[src/rtl/owm_pkg.sv]
// Shared types and constants of the 1-Wire bus master.
package owm_pkg;

    localparam int LONG_W = 10;
    localparam int SHORT_W = 8;
    localparam int KIND_W = 3;
    localparam int CFG_INDEX_W = 3;
    localparam int BITS_W = 4;

    localparam logic [KIND_W-1:0] KIND_TICK    = 3'd0;
    localparam logic [KIND_W-1:0] KIND_RESET   = 3'd1;
    localparam logic [KIND_W-1:0] KIND_WR_BYTE = 3'd2;
    localparam logic [KIND_W-1:0] KIND_RD_BYTE = 3'd3;
    localparam logic [KIND_W-1:0] KIND_WR_BIT  = 3'd4;
    localparam logic [KIND_W-1:0] KIND_RD_BIT  = 3'd5;

    localparam logic [CFG_INDEX_W-1:0] CFG_RESET_LOW     = 3'd0;
    localparam logic [CFG_INDEX_W-1:0] CFG_PRESENCE_WAIT = 3'd1;
    localparam logic [CFG_INDEX_W-1:0] CFG_RESET_TAIL    = 3'd2;
    localparam logic [CFG_INDEX_W-1:0] CFG_WRITE_ONE_LOW = 3'd3;
    localparam logic [CFG_INDEX_W-1:0] CFG_WRITE_ZERO_LOW = 3'd4;
    localparam logic [CFG_INDEX_W-1:0] CFG_WRITE_SLOT    = 3'd5;
    localparam logic [CFG_INDEX_W-1:0] CFG_READ_LOW      = 3'd6;
    localparam logic [CFG_INDEX_W-1:0] CFG_READ_SAMPLE   = 3'd7;

    localparam logic [LONG_W-1:0]  DEF_RESET_LOW      = 10'd480;
    localparam logic [LONG_W-1:0]  DEF_PRESENCE_WAIT  = 10'd80;
    localparam logic [LONG_W-1:0]  DEF_RESET_TAIL     = 10'd400;
    localparam logic [SHORT_W-1:0] DEF_WRITE_ONE_LOW  = 8'd10;
    localparam logic [SHORT_W-1:0] DEF_WRITE_ZERO_LOW = 8'd60;
    localparam logic [SHORT_W-1:0] DEF_WRITE_SLOT     = 8'd70;
    localparam logic [SHORT_W-1:0] DEF_READ_LOW       = 8'd2;
    localparam logic [SHORT_W-1:0] DEF_READ_SAMPLE    = 8'd10;

    localparam logic [LONG_W-1:0] READ_TAIL_TICKS = 10'd50;
    localparam logic [BITS_W-1:0] BITS_BYTE = 4'd8;
    localparam logic [BITS_W-1:0] BITS_ONE  = 4'd1;

    typedef struct packed {
        logic [LONG_W-1:0]  reset_low;
        logic [LONG_W-1:0]  presence_wait;
        logic [LONG_W-1:0]  reset_tail;
        logic [SHORT_W-1:0] write_one_low;
        logic [SHORT_W-1:0] write_zero_low;
        logic [SHORT_W-1:0] write_slot;
        logic [SHORT_W-1:0] read_low;
        logic [SHORT_W-1:0] read_sample;
    } t_cfg;

    typedef struct packed {
        logic               drive_low;
        logic               busy_res;
        logic               done_res;
        logic               presence;
        logic [SHORT_W-1:0] read_byte;
        logic               rejected;
    } t_result;

endpackage

[src/rtl/owm_cfg.sv]
// Timing configuration registers of the 1-Wire bus master.
module owm_cfg (
    input  logic                            i_clk,
    input  logic                            i_rst_n,
    input  logic                            i_cfg_we,
    input  logic [owm_pkg::CFG_INDEX_W-1:0] i_cfg_index,
    input  logic [owm_pkg::LONG_W-1:0]      i_cfg_data,
    output owm_pkg::t_cfg                   o_cfg
);
    import owm_pkg::*;

    t_cfg r_cfg;

    always_ff @(posedge i_clk) begin
        if (!i_rst_n) begin
            r_cfg.reset_low      <= DEF_RESET_LOW;
            r_cfg.presence_wait  <= DEF_PRESENCE_WAIT;
            r_cfg.reset_tail     <= DEF_RESET_TAIL;
            r_cfg.write_one_low  <= DEF_WRITE_ONE_LOW;
            r_cfg.write_zero_low <= DEF_WRITE_ZERO_LOW;
            r_cfg.write_slot     <= DEF_WRITE_SLOT;
            r_cfg.read_low       <= DEF_READ_LOW;
            r_cfg.read_sample    <= DEF_READ_SAMPLE;
        end else if (i_cfg_we) begin
            unique case (i_cfg_index)
                CFG_RESET_LOW:      r_cfg.reset_low      <= i_cfg_data;
                CFG_PRESENCE_WAIT:  r_cfg.presence_wait  <= i_cfg_data;
                CFG_RESET_TAIL:     r_cfg.reset_tail     <= i_cfg_data;
                CFG_WRITE_ONE_LOW:  r_cfg.write_one_low  <= i_cfg_data[SHORT_W-1:0];
                CFG_WRITE_ZERO_LOW: r_cfg.write_zero_low <= i_cfg_data[SHORT_W-1:0];
                CFG_WRITE_SLOT:     r_cfg.write_slot     <= i_cfg_data[SHORT_W-1:0];
                CFG_READ_LOW:       r_cfg.read_low       <= i_cfg_data[SHORT_W-1:0];
                CFG_READ_SAMPLE:    r_cfg.read_sample    <= i_cfg_data[SHORT_W-1:0];
                default: begin
                end
            endcase
        end
    end

    assign o_cfg = r_cfg;

endmodule

[src/rtl/owm_core.sv]
// Bus timing state machine that turns one registered item into one result.
module owm_core (
    input  logic                       i_clk,
    input  logic                       i_rst_n,
    input  logic                       i_en,
    input  logic [owm_pkg::KIND_W-1:0]  i_kind,
    input  logic [owm_pkg::SHORT_W-1:0] i_data_byte,
    input  logic                       i_line_level,
    input  owm_pkg::t_cfg              i_cfg,
    output owm_pkg::t_result           o_result
);
    import owm_pkg::*;

    typedef enum logic [3:0] {
        PH_IDLE     = 4'd0,
        PH_RST_LOW  = 4'd1,
        PH_RST_WAIT = 4'd2,
        PH_RST_TAIL = 4'd3,
        PH_WR_LOW   = 4'd4,
        PH_WR_HIGH  = 4'd5,
        PH_RD_LOW   = 4'd6,
        PH_RD_WAIT  = 4'd7,
        PH_RD_TAIL  = 4'd8
    } t_phase;

    t_phase             r_phase, n_phase;
    logic [KIND_W-1:0]  r_op_kind, n_op_kind;
    logic [LONG_W-1:0]  r_tick_count, n_tick_count;
    logic [SHORT_W-1:0] r_shift_reg, n_shift_reg;
    logic [BITS_W-1:0]  r_bits_left, n_bits_left;
    logic               r_presence, n_presence;
    logic [SHORT_W-1:0] r_read_result, n_read_result;
    logic               n_done, n_rejected;
    logic [LONG_W-1:0]  w_count_inc;
    logic [LONG_W-1:0]  w_write_low;
    logic               w_busy;

    assign w_busy = (r_phase != PH_IDLE);
    assign w_count_inc = r_tick_count + 10'd1;
    assign w_write_low = r_shift_reg[0] ? {2'b00, i_cfg.write_one_low}
                                        : {2'b00, i_cfg.write_zero_low};

    always_comb begin
        n_phase       = r_phase;
        n_op_kind     = r_op_kind;
        n_tick_count  = r_tick_count;
        n_shift_reg   = r_shift_reg;
        n_bits_left   = r_bits_left;
        n_presence    = r_presence;
        n_read_result = r_read_result;
        n_done        = 1'b0;
        n_rejected    = 1'b0;
        if (i_kind == KIND_TICK) begin
            if (w_busy) begin
                n_tick_count = w_count_inc;
                unique case (r_phase)
                    PH_RST_LOW: begin
                        if (w_count_inc >= i_cfg.reset_low) begin
                            n_phase = PH_RST_WAIT;
                            n_tick_count = '0;
                        end
                    end
                    PH_RST_WAIT: begin
                        if (w_count_inc >= i_cfg.presence_wait) begin
                            n_presence = ~i_line_level;
                            n_phase = PH_RST_TAIL;
                            n_tick_count = '0;
                        end
                    end
                    PH_RST_TAIL: begin
                        if (w_count_inc >= i_cfg.reset_tail) begin
                            n_phase = PH_IDLE;
                            n_tick_count = '0;
                            n_done = 1'b1;
                        end
                    end
                    PH_WR_LOW, PH_WR_HIGH: begin
                        if (w_count_inc >= {2'b00, i_cfg.write_slot}
                            && (r_phase == PH_WR_HIGH || w_count_inc >= w_write_low)) begin
                            n_shift_reg = {1'b0, r_shift_reg[SHORT_W-1:1]};
                            n_tick_count = '0;
                            if (r_bits_left <= BITS_ONE) begin
                                n_bits_left = '0;
                                n_phase = PH_IDLE;
                                n_done = 1'b1;
                            end else begin
                                n_bits_left = r_bits_left - BITS_ONE;
                                n_phase = PH_WR_LOW;
                            end
                        end else if (r_phase == PH_WR_LOW && w_count_inc >= w_write_low) begin
                            n_phase = PH_WR_HIGH;
                        end
                    end
                    PH_RD_LOW: begin
                        if (w_count_inc >= {2'b00, i_cfg.read_low}) begin
                            n_phase = PH_RD_WAIT;
                            n_tick_count = '0;
                        end
                    end
                    PH_RD_WAIT: begin
                        if (w_count_inc >= {2'b00, i_cfg.read_sample}) begin
                            n_shift_reg = {i_line_level, r_shift_reg[SHORT_W-1:1]};
                            n_phase = PH_RD_TAIL;
                            n_tick_count = '0;
                        end
                    end
                    PH_RD_TAIL: begin
                        if (w_count_inc >= READ_TAIL_TICKS) begin
                            n_tick_count = '0;
                            if (r_bits_left <= BITS_ONE) begin
                                n_bits_left = '0;
                                n_read_result = (r_op_kind == KIND_RD_BYTE) ? r_shift_reg
                                    : {{(SHORT_W-1){1'b0}}, r_shift_reg[SHORT_W-1]};
                                n_phase = PH_IDLE;
                                n_done = 1'b1;
                            end else begin
                                n_bits_left = r_bits_left - BITS_ONE;
                                n_phase = PH_RD_LOW;
                            end
                        end
                    end
                    default: begin
                        n_phase = PH_IDLE;
                        n_tick_count = '0;
                    end
                endcase
            end
        end else if (i_kind <= KIND_RD_BIT) begin
            if (w_busy) begin
                n_rejected = 1'b1;
            end else begin
                n_op_kind = i_kind;
                n_tick_count = '0;
                unique case (i_kind)
                    KIND_RESET: begin
                        n_phase = PH_RST_LOW;
                        n_bits_left = '0;
                    end
                    KIND_WR_BYTE: begin
                        n_phase = PH_WR_LOW;
                        n_shift_reg = i_data_byte;
                        n_bits_left = BITS_BYTE;
                    end
                    KIND_RD_BYTE: begin
                        n_phase = PH_RD_LOW;
                        n_shift_reg = '0;
                        n_bits_left = BITS_BYTE;
                    end
                    KIND_WR_BIT: begin
                        n_phase = PH_WR_LOW;
                        n_shift_reg = {{(SHORT_W-1){1'b0}}, i_data_byte[0]};
                        n_bits_left = BITS_ONE;
                    end
                    default: begin
                        n_phase = PH_RD_LOW;
                        n_shift_reg = '0;
                        n_bits_left = BITS_ONE;
                    end
                endcase
            end
        end
    end

    always_ff @(posedge i_clk) begin
        if (!i_rst_n) begin
            r_phase       <= PH_IDLE;
            r_op_kind     <= '0;
            r_tick_count  <= '0;
            r_shift_reg   <= '0;
            r_bits_left   <= '0;
            r_presence    <= 1'b0;
            r_read_result <= '0;
        end else if (i_en) begin
            r_phase       <= n_phase;
            r_op_kind     <= n_op_kind;
            r_tick_count  <= n_tick_count;
            r_shift_reg   <= n_shift_reg;
            r_bits_left   <= n_bits_left;
            r_presence    <= n_presence;
            r_read_result <= n_read_result;
        end
    end

    always_comb begin
        o_result.drive_low = (n_phase == PH_RST_LOW) || (n_phase == PH_WR_LOW)
                             || (n_phase == PH_RD_LOW);
        o_result.busy_res  = (n_phase != PH_IDLE);
        o_result.done_res  = n_done;
        o_result.presence  = n_presence;
        o_result.read_byte = n_read_result;
        o_result.rejected  = n_rejected;
    end

endmodule

[src/rtl/one_wire_bus_master_top.sv]
// 1-Wire bus master: input register, timing state machine and result register.
//
// Usage: each input item is either a one-microsecond tick (kind 0) that carries the
// sampled bus level, or a command: bus reset with presence detect, write byte, read
// byte, write bit or read bit. Bytes go least significant bit first.
// Every accepted item yields exactly one result item with the bus drive, busy, done,
// presence, read data and rejected flags as they stand after that item.
// A command given while an operation is in progress is rejected and changes nothing.
// Both channels use valid and stall; an item moves when valid is high and stall low.
// An item passes through the input register and then the result register.
// Throughput is one item per cycle while the receiver does not stall.
// When the receiver stalls, the result register holds and the input register fills;
// input stall rises only when both are full and the result is not taken.
// Timing registers are written through the configuration port; the user must write
// them only while idle; the block does not enforce it. Synchronous reset empties
// both registers, puts the state machine in idle and loads default timing values.
module one_wire_bus_master_top (
    input  logic                            i_clk,
    input  logic                            i_rst_n,
    input  logic                            i_in_valid,
    output logic                            o_in_stall,
    input  logic [owm_pkg::KIND_W-1:0]      i_kind,
    input  logic [owm_pkg::SHORT_W-1:0]     i_data_byte,
    input  logic                            i_line_level,
    output logic                            o_out_valid,
    input  logic                            i_out_stall,
    output logic                            o_drive_low,
    output logic                            o_busy_res,
    output logic                            o_done_res,
    output logic                            o_presence,
    output logic [owm_pkg::SHORT_W-1:0]     o_read_byte,
    output logic                            o_rejected,
    input  logic                            i_cfg_we,
    input  logic [owm_pkg::CFG_INDEX_W-1:0] i_cfg_index,
    input  logic [owm_pkg::LONG_W-1:0]      i_cfg_data
);
    import owm_pkg::*;

    logic               r_in_valid;
    logic [KIND_W-1:0]  r_kind;
    logic [SHORT_W-1:0] r_data_byte;
    logic               r_line_level;
    logic               r_out_valid;
    t_result            r_result;
    t_result            w_result;
    t_cfg               w_cfg;
    logic               w_out_free;
    logic               w_advance;

    assign w_out_free = !r_out_valid || !i_out_stall;
    assign w_advance  = r_in_valid && w_out_free;
    assign o_in_stall = r_in_valid && !w_out_free;

    owm_cfg u_cfg (
        .i_clk       (i_clk),
        .i_rst_n     (i_rst_n),
        .i_cfg_we    (i_cfg_we),
        .i_cfg_index (i_cfg_index),
        .i_cfg_data  (i_cfg_data),
        .o_cfg       (w_cfg)
    );

    owm_core u_core (
        .i_clk        (i_clk),
        .i_rst_n      (i_rst_n),
        .i_en         (w_advance),
        .i_kind       (r_kind),
        .i_data_byte  (r_data_byte),
        .i_line_level (r_line_level),
        .i_cfg        (w_cfg),
        .o_result     (w_result)
    );

    always_ff @(posedge i_clk) begin
        if (!i_rst_n) begin
            r_in_valid  <= 1'b0;
            r_out_valid <= 1'b0;
        end else begin
            if (!o_in_stall) begin
                r_in_valid <= i_in_valid;
            end
            if (w_out_free) begin
                r_out_valid <= r_in_valid;
            end
        end
    end

    always_ff @(posedge i_clk) begin
        if (i_in_valid && !o_in_stall) begin
            r_kind       <= i_kind;
            r_data_byte  <= i_data_byte;
            r_line_level <= i_line_level;
        end
        if (w_advance) begin
            r_result <= w_result;
        end
    end

    assign o_out_valid = r_out_valid;
    assign o_drive_low = r_result.drive_low;
    assign o_busy_res  = r_result.busy_res;
    assign o_done_res  = r_result.done_res;
    assign o_presence  = r_result.presence;
    assign o_read_byte = r_result.read_byte;
    assign o_rejected  = r_result.rejected;

    a_stall_needs_item: assert property (@(posedge i_clk) disable iff (!i_rst_n)
        o_in_stall |-> (r_in_valid && r_out_valid && i_out_stall))
        else $error("input stalled without a blocked result");

    a_drive_when_busy: assert property (@(posedge i_clk) disable iff (!i_rst_n)
        o_out_valid |-> (!o_drive_low || o_busy_res))
        else $error("bus driven low while idle");

    a_done_ends_op: assert property (@(posedge i_clk) disable iff (!i_rst_n)
        o_out_valid |-> (!o_done_res || (!o_busy_res && !o_rejected)))
        else $error("done result with busy or rejected set");

    a_result_follows_item: assert property (@(posedge i_clk) disable iff (!i_rst_n)
        (r_in_valid && w_out_free) |=> r_out_valid)
        else $error("advanced item produced no result");

endmodule
[config.mk]
export PLATFORM = sky130hd
export DESIGN_NAME = one_wire_bus_master_top
export DESIGN_NICKNAME = d
export VERILOG_FILES = /design/src/rtl/owm_pkg.sv /design/src/rtl/owm_cfg.sv /design/src/rtl/owm_core.sv /design/src/rtl/one_wire_bus_master_top.sv
export SDC_FILE = /design/constraint.sdc
export NUM_CORES = 1
export LEC_CHECK = 0
export ABC_CLOCK_PERIOD_IN_PS = 3500
export BUFFER_PORTS_ARGS = -buffer_cell sky130_fd_sc_hd__buf_4
export CORE_MARGIN = 2
export CORE_UTILIZATION = 52
export CTS_CLUSTER_DIAMETER = 40
export DETAILED_ROUTE_END_ITERATION = 8
export GPL_TIMING_DRIVEN = 0
export HOLD_SLACK_MARGIN = 0.08
export PLACE_DENSITY_LB_ADDON = 0.15
export SYNTH_ARGS = -nofsm -noshare
export SYNTH_HDL_FRONTEND = slang
export SYNTH_SLANG_ARGS = --single-unit
[constraint.sdc]
create_clock -name i_clk -period 3.5 [get_ports i_clk]
set_clock_uncertainty 0.15 [all_clocks]
set_input_delay 0.175 -clock i_clk [delete_from_list [all_inputs] [get_ports i_clk]]
set_output_delay 0.175 -clock i_clk [all_outputs]
set_load 0.03 [all_outputs]
==> impl_metrics.tcl, run 1 <==
set metrics [dict create \
    status "complete, but fails checks" \
    violations "negative setup slack" \
    rsz0062_at_grt "true" \
    nNetsFinal 1105 \
    max-slew-margin-rel 0.3045 \
    core_um2 13930 \
    worstSetupPathType "register to register" \
    routed_via_density 5.678 \
    final_area_um2 9425 \
    drt_iter0_drc 641 \
    finalSetupTns_ns -0.04493 \
    timing.fmax_mhz 282.1 \
    root_buffer "clkbuf_16" \
    grt_max_degree 23 \
    hold_viol 0 \
    largest_reg_flops 70 \
    min_to "u_cfg.o_cfg[23]" \
    syn_nets 989 \
    worstHoldStart "i_cfg_index[0]" \
    min_period_ns 3.545 \
    regArea_um2 2970 \
    r2r_end "o_drive_low" \
    power.density_nw_per_um2 401.7 \
    numPortBuffers 34 \
    antenna_left 0 \
    drive_gt1_frac 0.1755 \
    grt_pass1_vias 6239 \
    p_leak_uw 0.003742 \
    hp-class "input pin to register" \
    rows 43 \
    r2r_start "u_core.r_tick_count[0]" \
    fp.dieW_um 123.7 \
    cts_tree "done" \
    antenna_found_initial 1 \
    boundaryPins 45 \
    start_util 0.5348 \
    syn_area_um2 7452 \
    grt_pass1_wl_um 32350 \
    async_flop_share 0 \
    syn_inst 891 \
    rr_worst_depth 12 \
    ctsLongestPathBuffers 2 \
    dp_hpwl_um 13980 \
    setup_viol 1 \
    gr-usage-all-layers 0.2801 \
    worst_ep_arrival_time_ns 3.58 \
    cts.sink_count 135 \
    multiInputGateArea_um2 4419 \
    areaGrowthSynthToFinish_pct 26.48 \
    cp_max_fo 8 \
    synth-edff-count 25 \
    r2r_setup_slack_ns -0.04 \
    numCtsBuffers 17 \
    end_kind "register" \
    dpl_cell_area_um2 7949 \
    fill_cells 1141 \
    hold_depth 5 \
    wire_per_inst_um 17.33 \
    cp.required_ns 3.53 \
    drv_cap 0 \
    cts_htree_levels 4 \
    ys_types 67 \
    ir_drop_v 0.0003211 \
    die_area_um2 15300 \
    critPathLaunchType "register" \
    slew_viol_final 0 \
    vias 6819 \
    die_h_um 123.7 \
    routed_wl_um 20820 \
    place.gp.congestion 0.9349 \
    synth-seq-cells 135 \
    min_period_over_period 1.013 \
    ys_seq_area_frac 0.3962 \
    overflow 0 \
    first_pass_iters 5 \
    syn_avg_cell_area_um2 8.364 \
    synth_flop_cell "dfxtp_1" \
    drc 0 \
    tightest_slew_ns 1.043 \
    yosysWarnings 0 \
    clock_latency_ns 0.43 \
    fin_ws_ns -0.04493 \
    clkTransAtPathRegs_ns 0.06 \
]
power breakdown:
| part | switching (uW) | internal, uW | total, uW | leakage [uW] |
|---|---|---|---|---|
| Combinational | 230 | 138 | 368 | 0.00234 |
| Clock | 727 | 1050 | 1770 | 0.000267 |
| Sequential | 19.5 | 1620 | 1640 | 0.00114 |
cell families after synthesis:
family                     count (synthesis)  share of synthesized area
xor gates and xnor gates                   9                    0.01058
DFF                                      135                     0.3962
buffers and inverters                    104                    0.05608
adders and majority gates                 68                     0.1142
AOI/OAI and AO/OA                        224                     0.1948
and+or+nand+nor                          330                     0.1990
muxes                                     21                    0.02921
how the worst max path moves through the flow:
stage / slack (ns) / start / cells past startpoint / endpoint
finish: -0.04 / u_core.r_tick_count[0] / 12 / o_drive_low
global route: -0.17 / u_core.r_tick_count[3] / 15 / o_drive_low
CTS: -0.05 / u_core.r_tick_count[3] / 12 / o_drive_low
detailed placement: -0.93 / u_core.r_tick_count[0] / 11 / o_drive_low
global placement: -0.86 / u_core.r_tick_count[0] / 12 / u_core.r_tick_count[6]
floorplan: 0.05 / u_core.r_tick_count[0] / 12 / o_drive_low
per-stage QoR:
step                hold slack (ns)  total power [uW]  instances  utilization  setup slack, ns
finish                       0.1027              3786       1201       0.6764         -0.04493
global route                 0.1252              3902       1200       0.6762          -0.1674
CTS                         0.08729              3772       1181       0.6529         -0.05442
detailed placement           0.2045              1998       1105       0.5704          -0.9307
global placement             0.2035              1994       1105       0.5704          -0.8553
floorplan                    0.1139              1888        891            -          0.05416
worst max-delay path, cell delays in order (launching register included):
cell and delay, ns:
dfxtp_4 0.38, buf_4 0.14, ha_1 0.28, inv_1 0.20, ha_1 0.28, a21o_1 0.16
a31oi_2 0.29, o211ai_1 0.23, a21o_2 0.28, a21o_4 0.23, a32o_1 0.30, and3_1 0.19
o21a_1 0.18
cell usage after synthesis (all sizes together), types with 7 or more instances:
| cell type | number | area share |
|---|---|---|
| nor2 | 46 | 0.023 |
| nand4 | 7 | 0.0059 |
| nand2b | 18 | 0.015 |
| nor2b | 9 | 0.0076 |
| ha | 68 | 0.11 |
| inv | 63 | 0.032 |
| a21o | 11 | 0.013 |
| clkbuf | 36 | 0.019 |
| a21oi | 91 | 0.061 |
| nor3 | 11 | 0.0074 |
| dfxtp | 110 | 0.30 |
| nand3 | 24 | 0.016 |
| edfxtp | 25 | 0.10 |
| a211oi | 9 | 0.0091 |
| o21a | 9 | 0.0091 |
| nand2 | 180 | 0.091 |
| o21ai | 36 | 0.024 |
| o211ai | 20 | 0.020 |
| or4 | 9 | 0.0091 |
| mux2i | 18 | 0.024 |
cells in the final DEF, fill, tap and decap left out, types with 9 or more instances in the layout:
cell	synthesis	final
a21oi_1	91	88
buf_4	0	68
clkbuf_1	28	27
clkbuf_16	0	17
dfxtp_1	110	104
dlygate4sd3_1	0	27
edfxtp_1	25	25
ha_1	68	62
inv_1	62	61
mux2i_1	18	18
nand2_1	180	179
nand2b_1	17	17
nand3_1	24	22
nor2_1	46	42
nor2b_1	9	9
nor3_1	11	10
o211ai_1	20	20
o21a_1	9	9
o21ai_0	36	33
routing by layer:
metal | vias to the layer above | global-route usage | share of wire
met5 | - | 0 | 0
met4 | 0 | 0.1200 | 0.028
met3 | 50 | 0.05540 | 0.056
met2 | 190 | 0.4354 | 0.45
met1 | 3211 | 0.3793 | 0.46
li1 | 3368 | - | -
area by class of cell:
type,count,area share
Multi-Input combinational cell,652,0.4689
Tap cell,180,0.02389
Timing Repair Buffer,98,0.08576
Sequential cell,135,0.3151
Antenna cell,1,0.0002655
Clock inverter,15,0.01633
Inverter,63,0.02509
Buffer,40,0.01951
Clock buffer,17,0.04513
what timing repair did:
action,4_1_cts,5_1_grt
gates cloned,0,1
pin swaps,7,22
setup endpoints to repair,47,26
endpoints found under the hold margin,85,0
resized for setup,32,34
hold buffers,27,0
setup buffers,17,19
(Power assumes the default switching activity.)
==> run 2, diff against run 1 <==
--- a/config.mk
+++ b/config.mk
@@ -13,7 +13,7 @@
 export DETAILED_ROUTE_END_ITERATION = 8
 export GPL_TIMING_DRIVEN = 0
 export HOLD_SLACK_MARGIN = 0.08
-export PLACE_DENSITY_LB_ADDON = 0.15
+export PLACE_DENSITY_LB_ADDON = 0.25
 export SYNTH_ARGS = -nofsm -noshare
 export SYNTH_HDL_FRONTEND = slang
 export SYNTH_SLANG_ARGS = --single-unit
==> impl_metrics.tcl, run 2 (same netlist as run 1, synthesis figures left out) <==
set metrics [dict create \
    areaGrowthSynthToFinish_pct 28.76 \
    use_met2 0.4330 \
    worstHoldStart "i_cfg_index[0]" \
    use_met3 0.05632 \
    antenna_left 0 \
    ir_drop_v 0.0003413 \
    grt_pass1_vias 6432 \
    wire_per_inst_um 17.86 \
    die_h_um 123.7 \
    grt_pass1_wl_um 32980 \
    most-common-layout-cells "nand2_1, dfxtp_1, a21oi_1" \
    dpl_cell_area_um2 7949 \
    gr-usage-all-layers 0.2865 \
    clkTransAtPathRegs_ns 0.06 \
    layout_commonest_cell "nand2_1" \
    power_uw 3666 \
    start_util 0.5348 \
    worst_ep_arrival_time_ns 3.53 \
    power.density_nw_per_um2 382.1 \
    routed_via_density 5.802 \
    cts.sink_count 135 \
    status "complete, but fails checks" \
    first_pass_iters 5 \
    largest_reg_flops 70 \
    numCtsBuffers 17 \
    core_um2 13930 \
    slew_viol_final 0 \
    r2r_start "u_core.r_tick_count[3]" \
    grt.busiest_layer "met2" \
    boundaryPins 45 \
    numPortBuffers 34 \
    drt_iter0_drc 549 \
    insertedDiodeCount 0 \
    die_area_um2 15300 \
    overflow 0 \
    dp_hpwl_um 13920 \
    nNetsFinal 1113 \
    timing.fmax_mhz 284.3 \
    fp.dieW_um 123.7 \
    crit_start "u_core.r_tick_count[3]" \
    max-slew-margin-rel 0.2760 \
    p_leak_uw 0.003804 \
    setup_viol 2 \
    cts_tree "done" \
    hold_viol 0 \
    violations "negative setup slack" \
    fin_ws_ns -0.01706 \
    hp-class "input pin to register" \
    rows 43 \
    end_kind "register" \
    place.gp.congestion 0.9181 \
    worstSetupPathType "register to register" \
    drv_cap 0 \
    antenna_found_initial 0 \
    holdWs_ns 0.09796 \
    vias 7009 \
    cts_htree_levels 4 \
    min_period_ns 3.517 \
    ctsLongestPathBuffers 2 \
    drc 0 \
    tightest_slew_ns 1.075 \
    min_period_over_period 1.005 \
    clock_latency_ns 0.42 \
    grt_max_degree 23 \
    rsz0062_at_grt "true" \
    final_area_um2 9595 \
    cp.required_ns 3.52 \
    fill_cells 1122 \
    gr-usage-met1 0.3936 \
    drive_gt1_frac 0.1907 \
    routed_wl_um 21580 \
    cp_max_fo 5 \
    root_buffer "clkbuf_16" \
    utilization 0.6886 \
    finalSetupTns_ns -0.02370 \
    critPathLaunchType "register" \
]
## run 2: layer usage
| metal | share of wire | vias to the layer above |
|---|---|---|
| met5 | 0 | - |
| met1 | 0.45 | 3302 |
| met3 | 0.066 | 56 |
| met4 | 0.033 | 0 |
| met2 | 0.45 | 265 |
| li1 | - | 3386 |
## run 2: through the flow
step	setup WS, ns	cells
3_5_place_dp	-0.8461	1105
5_1_grt	-0.1073	1208
3_3_place_gp	-0.8039	1105
6_report	-0.01706	1208
4_1_cts	0.006466	1185
2_1_floorplan	0.05416	891
## run 2: critical path: stages (launching register included)
cell and delay (ns):
dfxtp_2 0.32, buf_6 0.11, and4_4 0.23, nand4_1 0.21, buf_6 0.22, xnor2_4 0.18, buf_4 0.16, ha_4 0.20
a21o_1 0.15, a21oi_1 0.15, nor2b_1 0.08, a2111o_1 0.36, o211a_4 0.19, a32oi_4 0.27, nor2_1 0.06, o21a_1 0.22
## run 2: final timing paths
path | slack [ns] | to | depth (start not counted)
min reg2reg | 0.30 | u_cfg.o_cfg[41] | 2
max | -0.02 | o_drive_low | 15
max reg2reg | -0.02 | o_drive_low | 15
min | 0.1 | u_cfg.o_cfg[23] | 5
## run 2: final cells by class
| cell class | instances | area (um2) | area share |
|---|---|---|---|
| timing repair buffer | 105 | 894.6 | 0.09323 |
| buffer | 41 | 187.7 | 0.01956 |
| clock inverter | 12 | 86.33 | 0.008997 |
| multi-input combinational | 652 | 4544 | 0.4736 |
| inverter | 63 | 240.2 | 0.02504 |
| clock buffer | 20 | 446.7 | 0.04655 |
| tap | 180 | 225.2 | 0.02347 |
| sequential | 135 | 2970 | 0.3096 |
## run 2: what timing repair did
item	CTS	global route
endpoints found under the setup margin	47	23
buffers inserted	21	24
pin swaps	14	25
resized for setup	49	45
endpoints found under the hold margin	85	0
hold buffers	27	0
## run 2: report_power, final
| group | internal, uW | leakage (uW) | switching, uW |
|---|---|---|---|
| logic | 141 | 0.00240 | 235 |
| clock network | 978 | 0.000270 | 667 |
| registers | 1630 | 0.00114 | 19.2 |
==> run 3, diff against run 2 <==
--- a/config.mk
+++ b/config.mk
@@ -9,6 +9,7 @@
 export BUFFER_PORTS_ARGS = -buffer_cell sky130_fd_sc_hd__buf_4
 export CORE_MARGIN = 2
 export CORE_UTILIZATION = 52
+export CTS_BUF_LIST = sky130_fd_sc_hd__clkbuf_16
 export CTS_CLUSTER_DIAMETER = 40
 export DETAILED_ROUTE_END_ITERATION = 8
 export GPL_TIMING_DRIVEN = 0
==> impl_metrics.tcl, run 3 (same netlist as run 1, synthesis figures left out) <==
set metrics [dict create \
    status "completed" \
    worstSetupPathType "register to register" \
    dp_hpwl_um 13920 \
    gr-usage-all-layers 0.2854 \
    die_h_um 123.7 \
    cts.sink_count 135 \
    drt_iter0_drc 566 \
    most-common-layout-cells "nand2_1, dfxtp_1, a21oi_1" \
    largest_reg_flops 70 \
    cp_max_fo 5 \
    hold_viol 0 \
    overflow 0 \
    core_um2 13930 \
    numPortBuffers 34 \
    wire_per_inst_um 18.09 \
    boundaryPins 45 \
    swShare 0.2539 \
    end_kind "register" \
    die_area_um2 15300 \
    grt_pass1_wl_um 32840 \
    clkTransAtPathRegs_ns 0.06 \
    r2r_end "o_drive_low" \
    place.gp.congestion 0.9181 \
    power.density_nw_per_um2 378.7 \
    ctsLongestPathBuffers 2 \
    holdWs_ns 0.09933 \
    seq_power_share 0.452 \
    nNetsFinal 1114 \
    dp.cells 1105 \
    vias 7038 \
    power_uw 3640 \
    ir_drop_v 0.0003380 \
    cts_htree_levels 4 \
    hp-class "input pin to register" \
    crit_start "u_core.r_tick_count[3]" \
    fp.dieW_um 123.7 \
    slew_viol_final 0 \
    utilization 0.6897 \
    critPathLaunchType "register" \
    drive_gt1_frac 0.1924 \
    antenna_left 0 \
    root_buffer "clkbuf_16" \
    fin_cells 1209 \
    min_period_over_period 0.9992 \
    timing.fmax_mhz 285.9 \
    crit_end "o_drive_low" \
    grt_pass1_vias 6415 \
    routed_wl_um 21870 \
    antenna_found_initial 0 \
    r2r_start "u_core.r_tick_count[3]" \
    power_frac_comb 0.103 \
    p_clk_frac 0.445 \
    r2r_setup_slack_ns 0.003 \
    rsz0062_at_grt "true" \
    cp.required_ns 3.52 \
    rows 43 \
    cts_tree "done" \
    areaGrowthSynthToFinish_pct 28.96 \
    worst_ep_arrival_time_ns 3.52 \
    tightest_slew_ns 1.077 \
    numCtsBuffers 17 \
    clock_latency_ns 0.43 \
    insertedDiodeCount 0 \
    drc 0 \
    start_util 0.5348 \
    rr_worst_depth 13 \
    drv_cap 0 \
    min_period_ns 3.497 \
    grt_max_degree 23 \
    p_leak_uw 0.003817 \
    intPower_uw 2716 \
    setup_viol 0 \
    max-slew-margin-rel 0.2817 \
    layout_commonest_cell "nand2_1" \
    fill_cells 1123 \
    first_pass_iters 5 \
    routed_via_density 5.821 \
    p_sw_uw 924.0 \
]
-- run 3: cell types whose count changed in the layout (fill, tap and decap cells not counted), sizes merged --
cell,before,now
clkinv,10,11
clkbuf,56,53
buf,83,84
inv,62,64
-- run 3: power groups by stage --
stage | Combinational [uW] | Sequential, uW | Clock [uW]
after CTS | 349 | 1640 | 1630
after floorplan | 198 | 1690 | 0
after global routing | 411 | 1650 | 1700
final | 374 | 1640 | 1620
after global placement | 313 | 1680 | 0
after detailed placement | 317 | 1680 | 0
-- run 3: cell type report --
type                            count  area [um2]  share of cell area
Buffer                             41       187.7             0.01953
Sequential cell                   135        2970              0.3091
Clock buffer                       17       425.4             0.04427
Tap cell                          180       225.2             0.02343
Inverter                           63       240.2             0.02500
Timing Repair Buffer              106       925.9             0.09634
Clock inverter                     15       97.59             0.01015
Multi-Input combinational cell    652        4538              0.4722
-- run 3: per-layer routing --
| metal | track usage | routed length, um | up-vias |
|---|---|---|---|
| met5 | 0 | 0 | - |
| met4 | 0.1364 | 816 | 0 |
| met3 | 0.05678 | 1636 | 65 |
| met2 | 0.4299 | 9904 | 282 |
| met1 | 0.3923 | 9512 | 3296 |
| li1 | - | - | 3395 |
-- run 3: critical path, cell delays in order (launching register included) --
cell and delay (ns):
dfxtp_2 0.32, buf_6 0.11, and4_4 0.23, nand4_1 0.14, buf_6 0.18, xnor2_4 0.24
buf_12 0.15, ha_4 0.19, a2111oi_2 0.44, a21oi_2 0.15, a211o_4 0.38, a32oi_4 0.27
nor2_1 0.06, o21a_1 0.21
-- run 3: worst min path at each step --
stage                     slack (ns)  cells after the start               to      startpoint
after floorplan                 0.11                      1  u_cfg.o_cfg[65]         i_rst_n
after CTS                       0.09                      5  u_cfg.o_cfg[23]  i_cfg_index[0]
after global placement          0.20                      1   r_data_byte[4]  i_data_byte[4]
after detailed placement        0.20                      1     r_line_level    i_line_level
final                            0.1                      5  u_cfg.o_cfg[23]  i_cfg_index[0]
after global routing            0.14                      5  u_cfg.o_cfg[23]  i_cfg_index[0]
-- run 3: stage by stage --
step	instance area [um2]	setup TNS, ns	setup WS [ns]
after floorplan	7468	0	0.05416
after global placement	7949	-18.82	-0.8039
after detailed placement	7949	-19.73	-0.8461
after CTS	9138	-0.005088	-0.005088
after global routing	9610	-0.6091	-0.08987
final	9610	0	0.002695
-- run 3: timing repair --
item	in CTS	in global routing
setup endpoints to repair	47	24
gates resized for setup	46	53
pin swaps	12	36
hold endpoints to repair	85	0
setup buffers	21	24
hold buffers	27	0
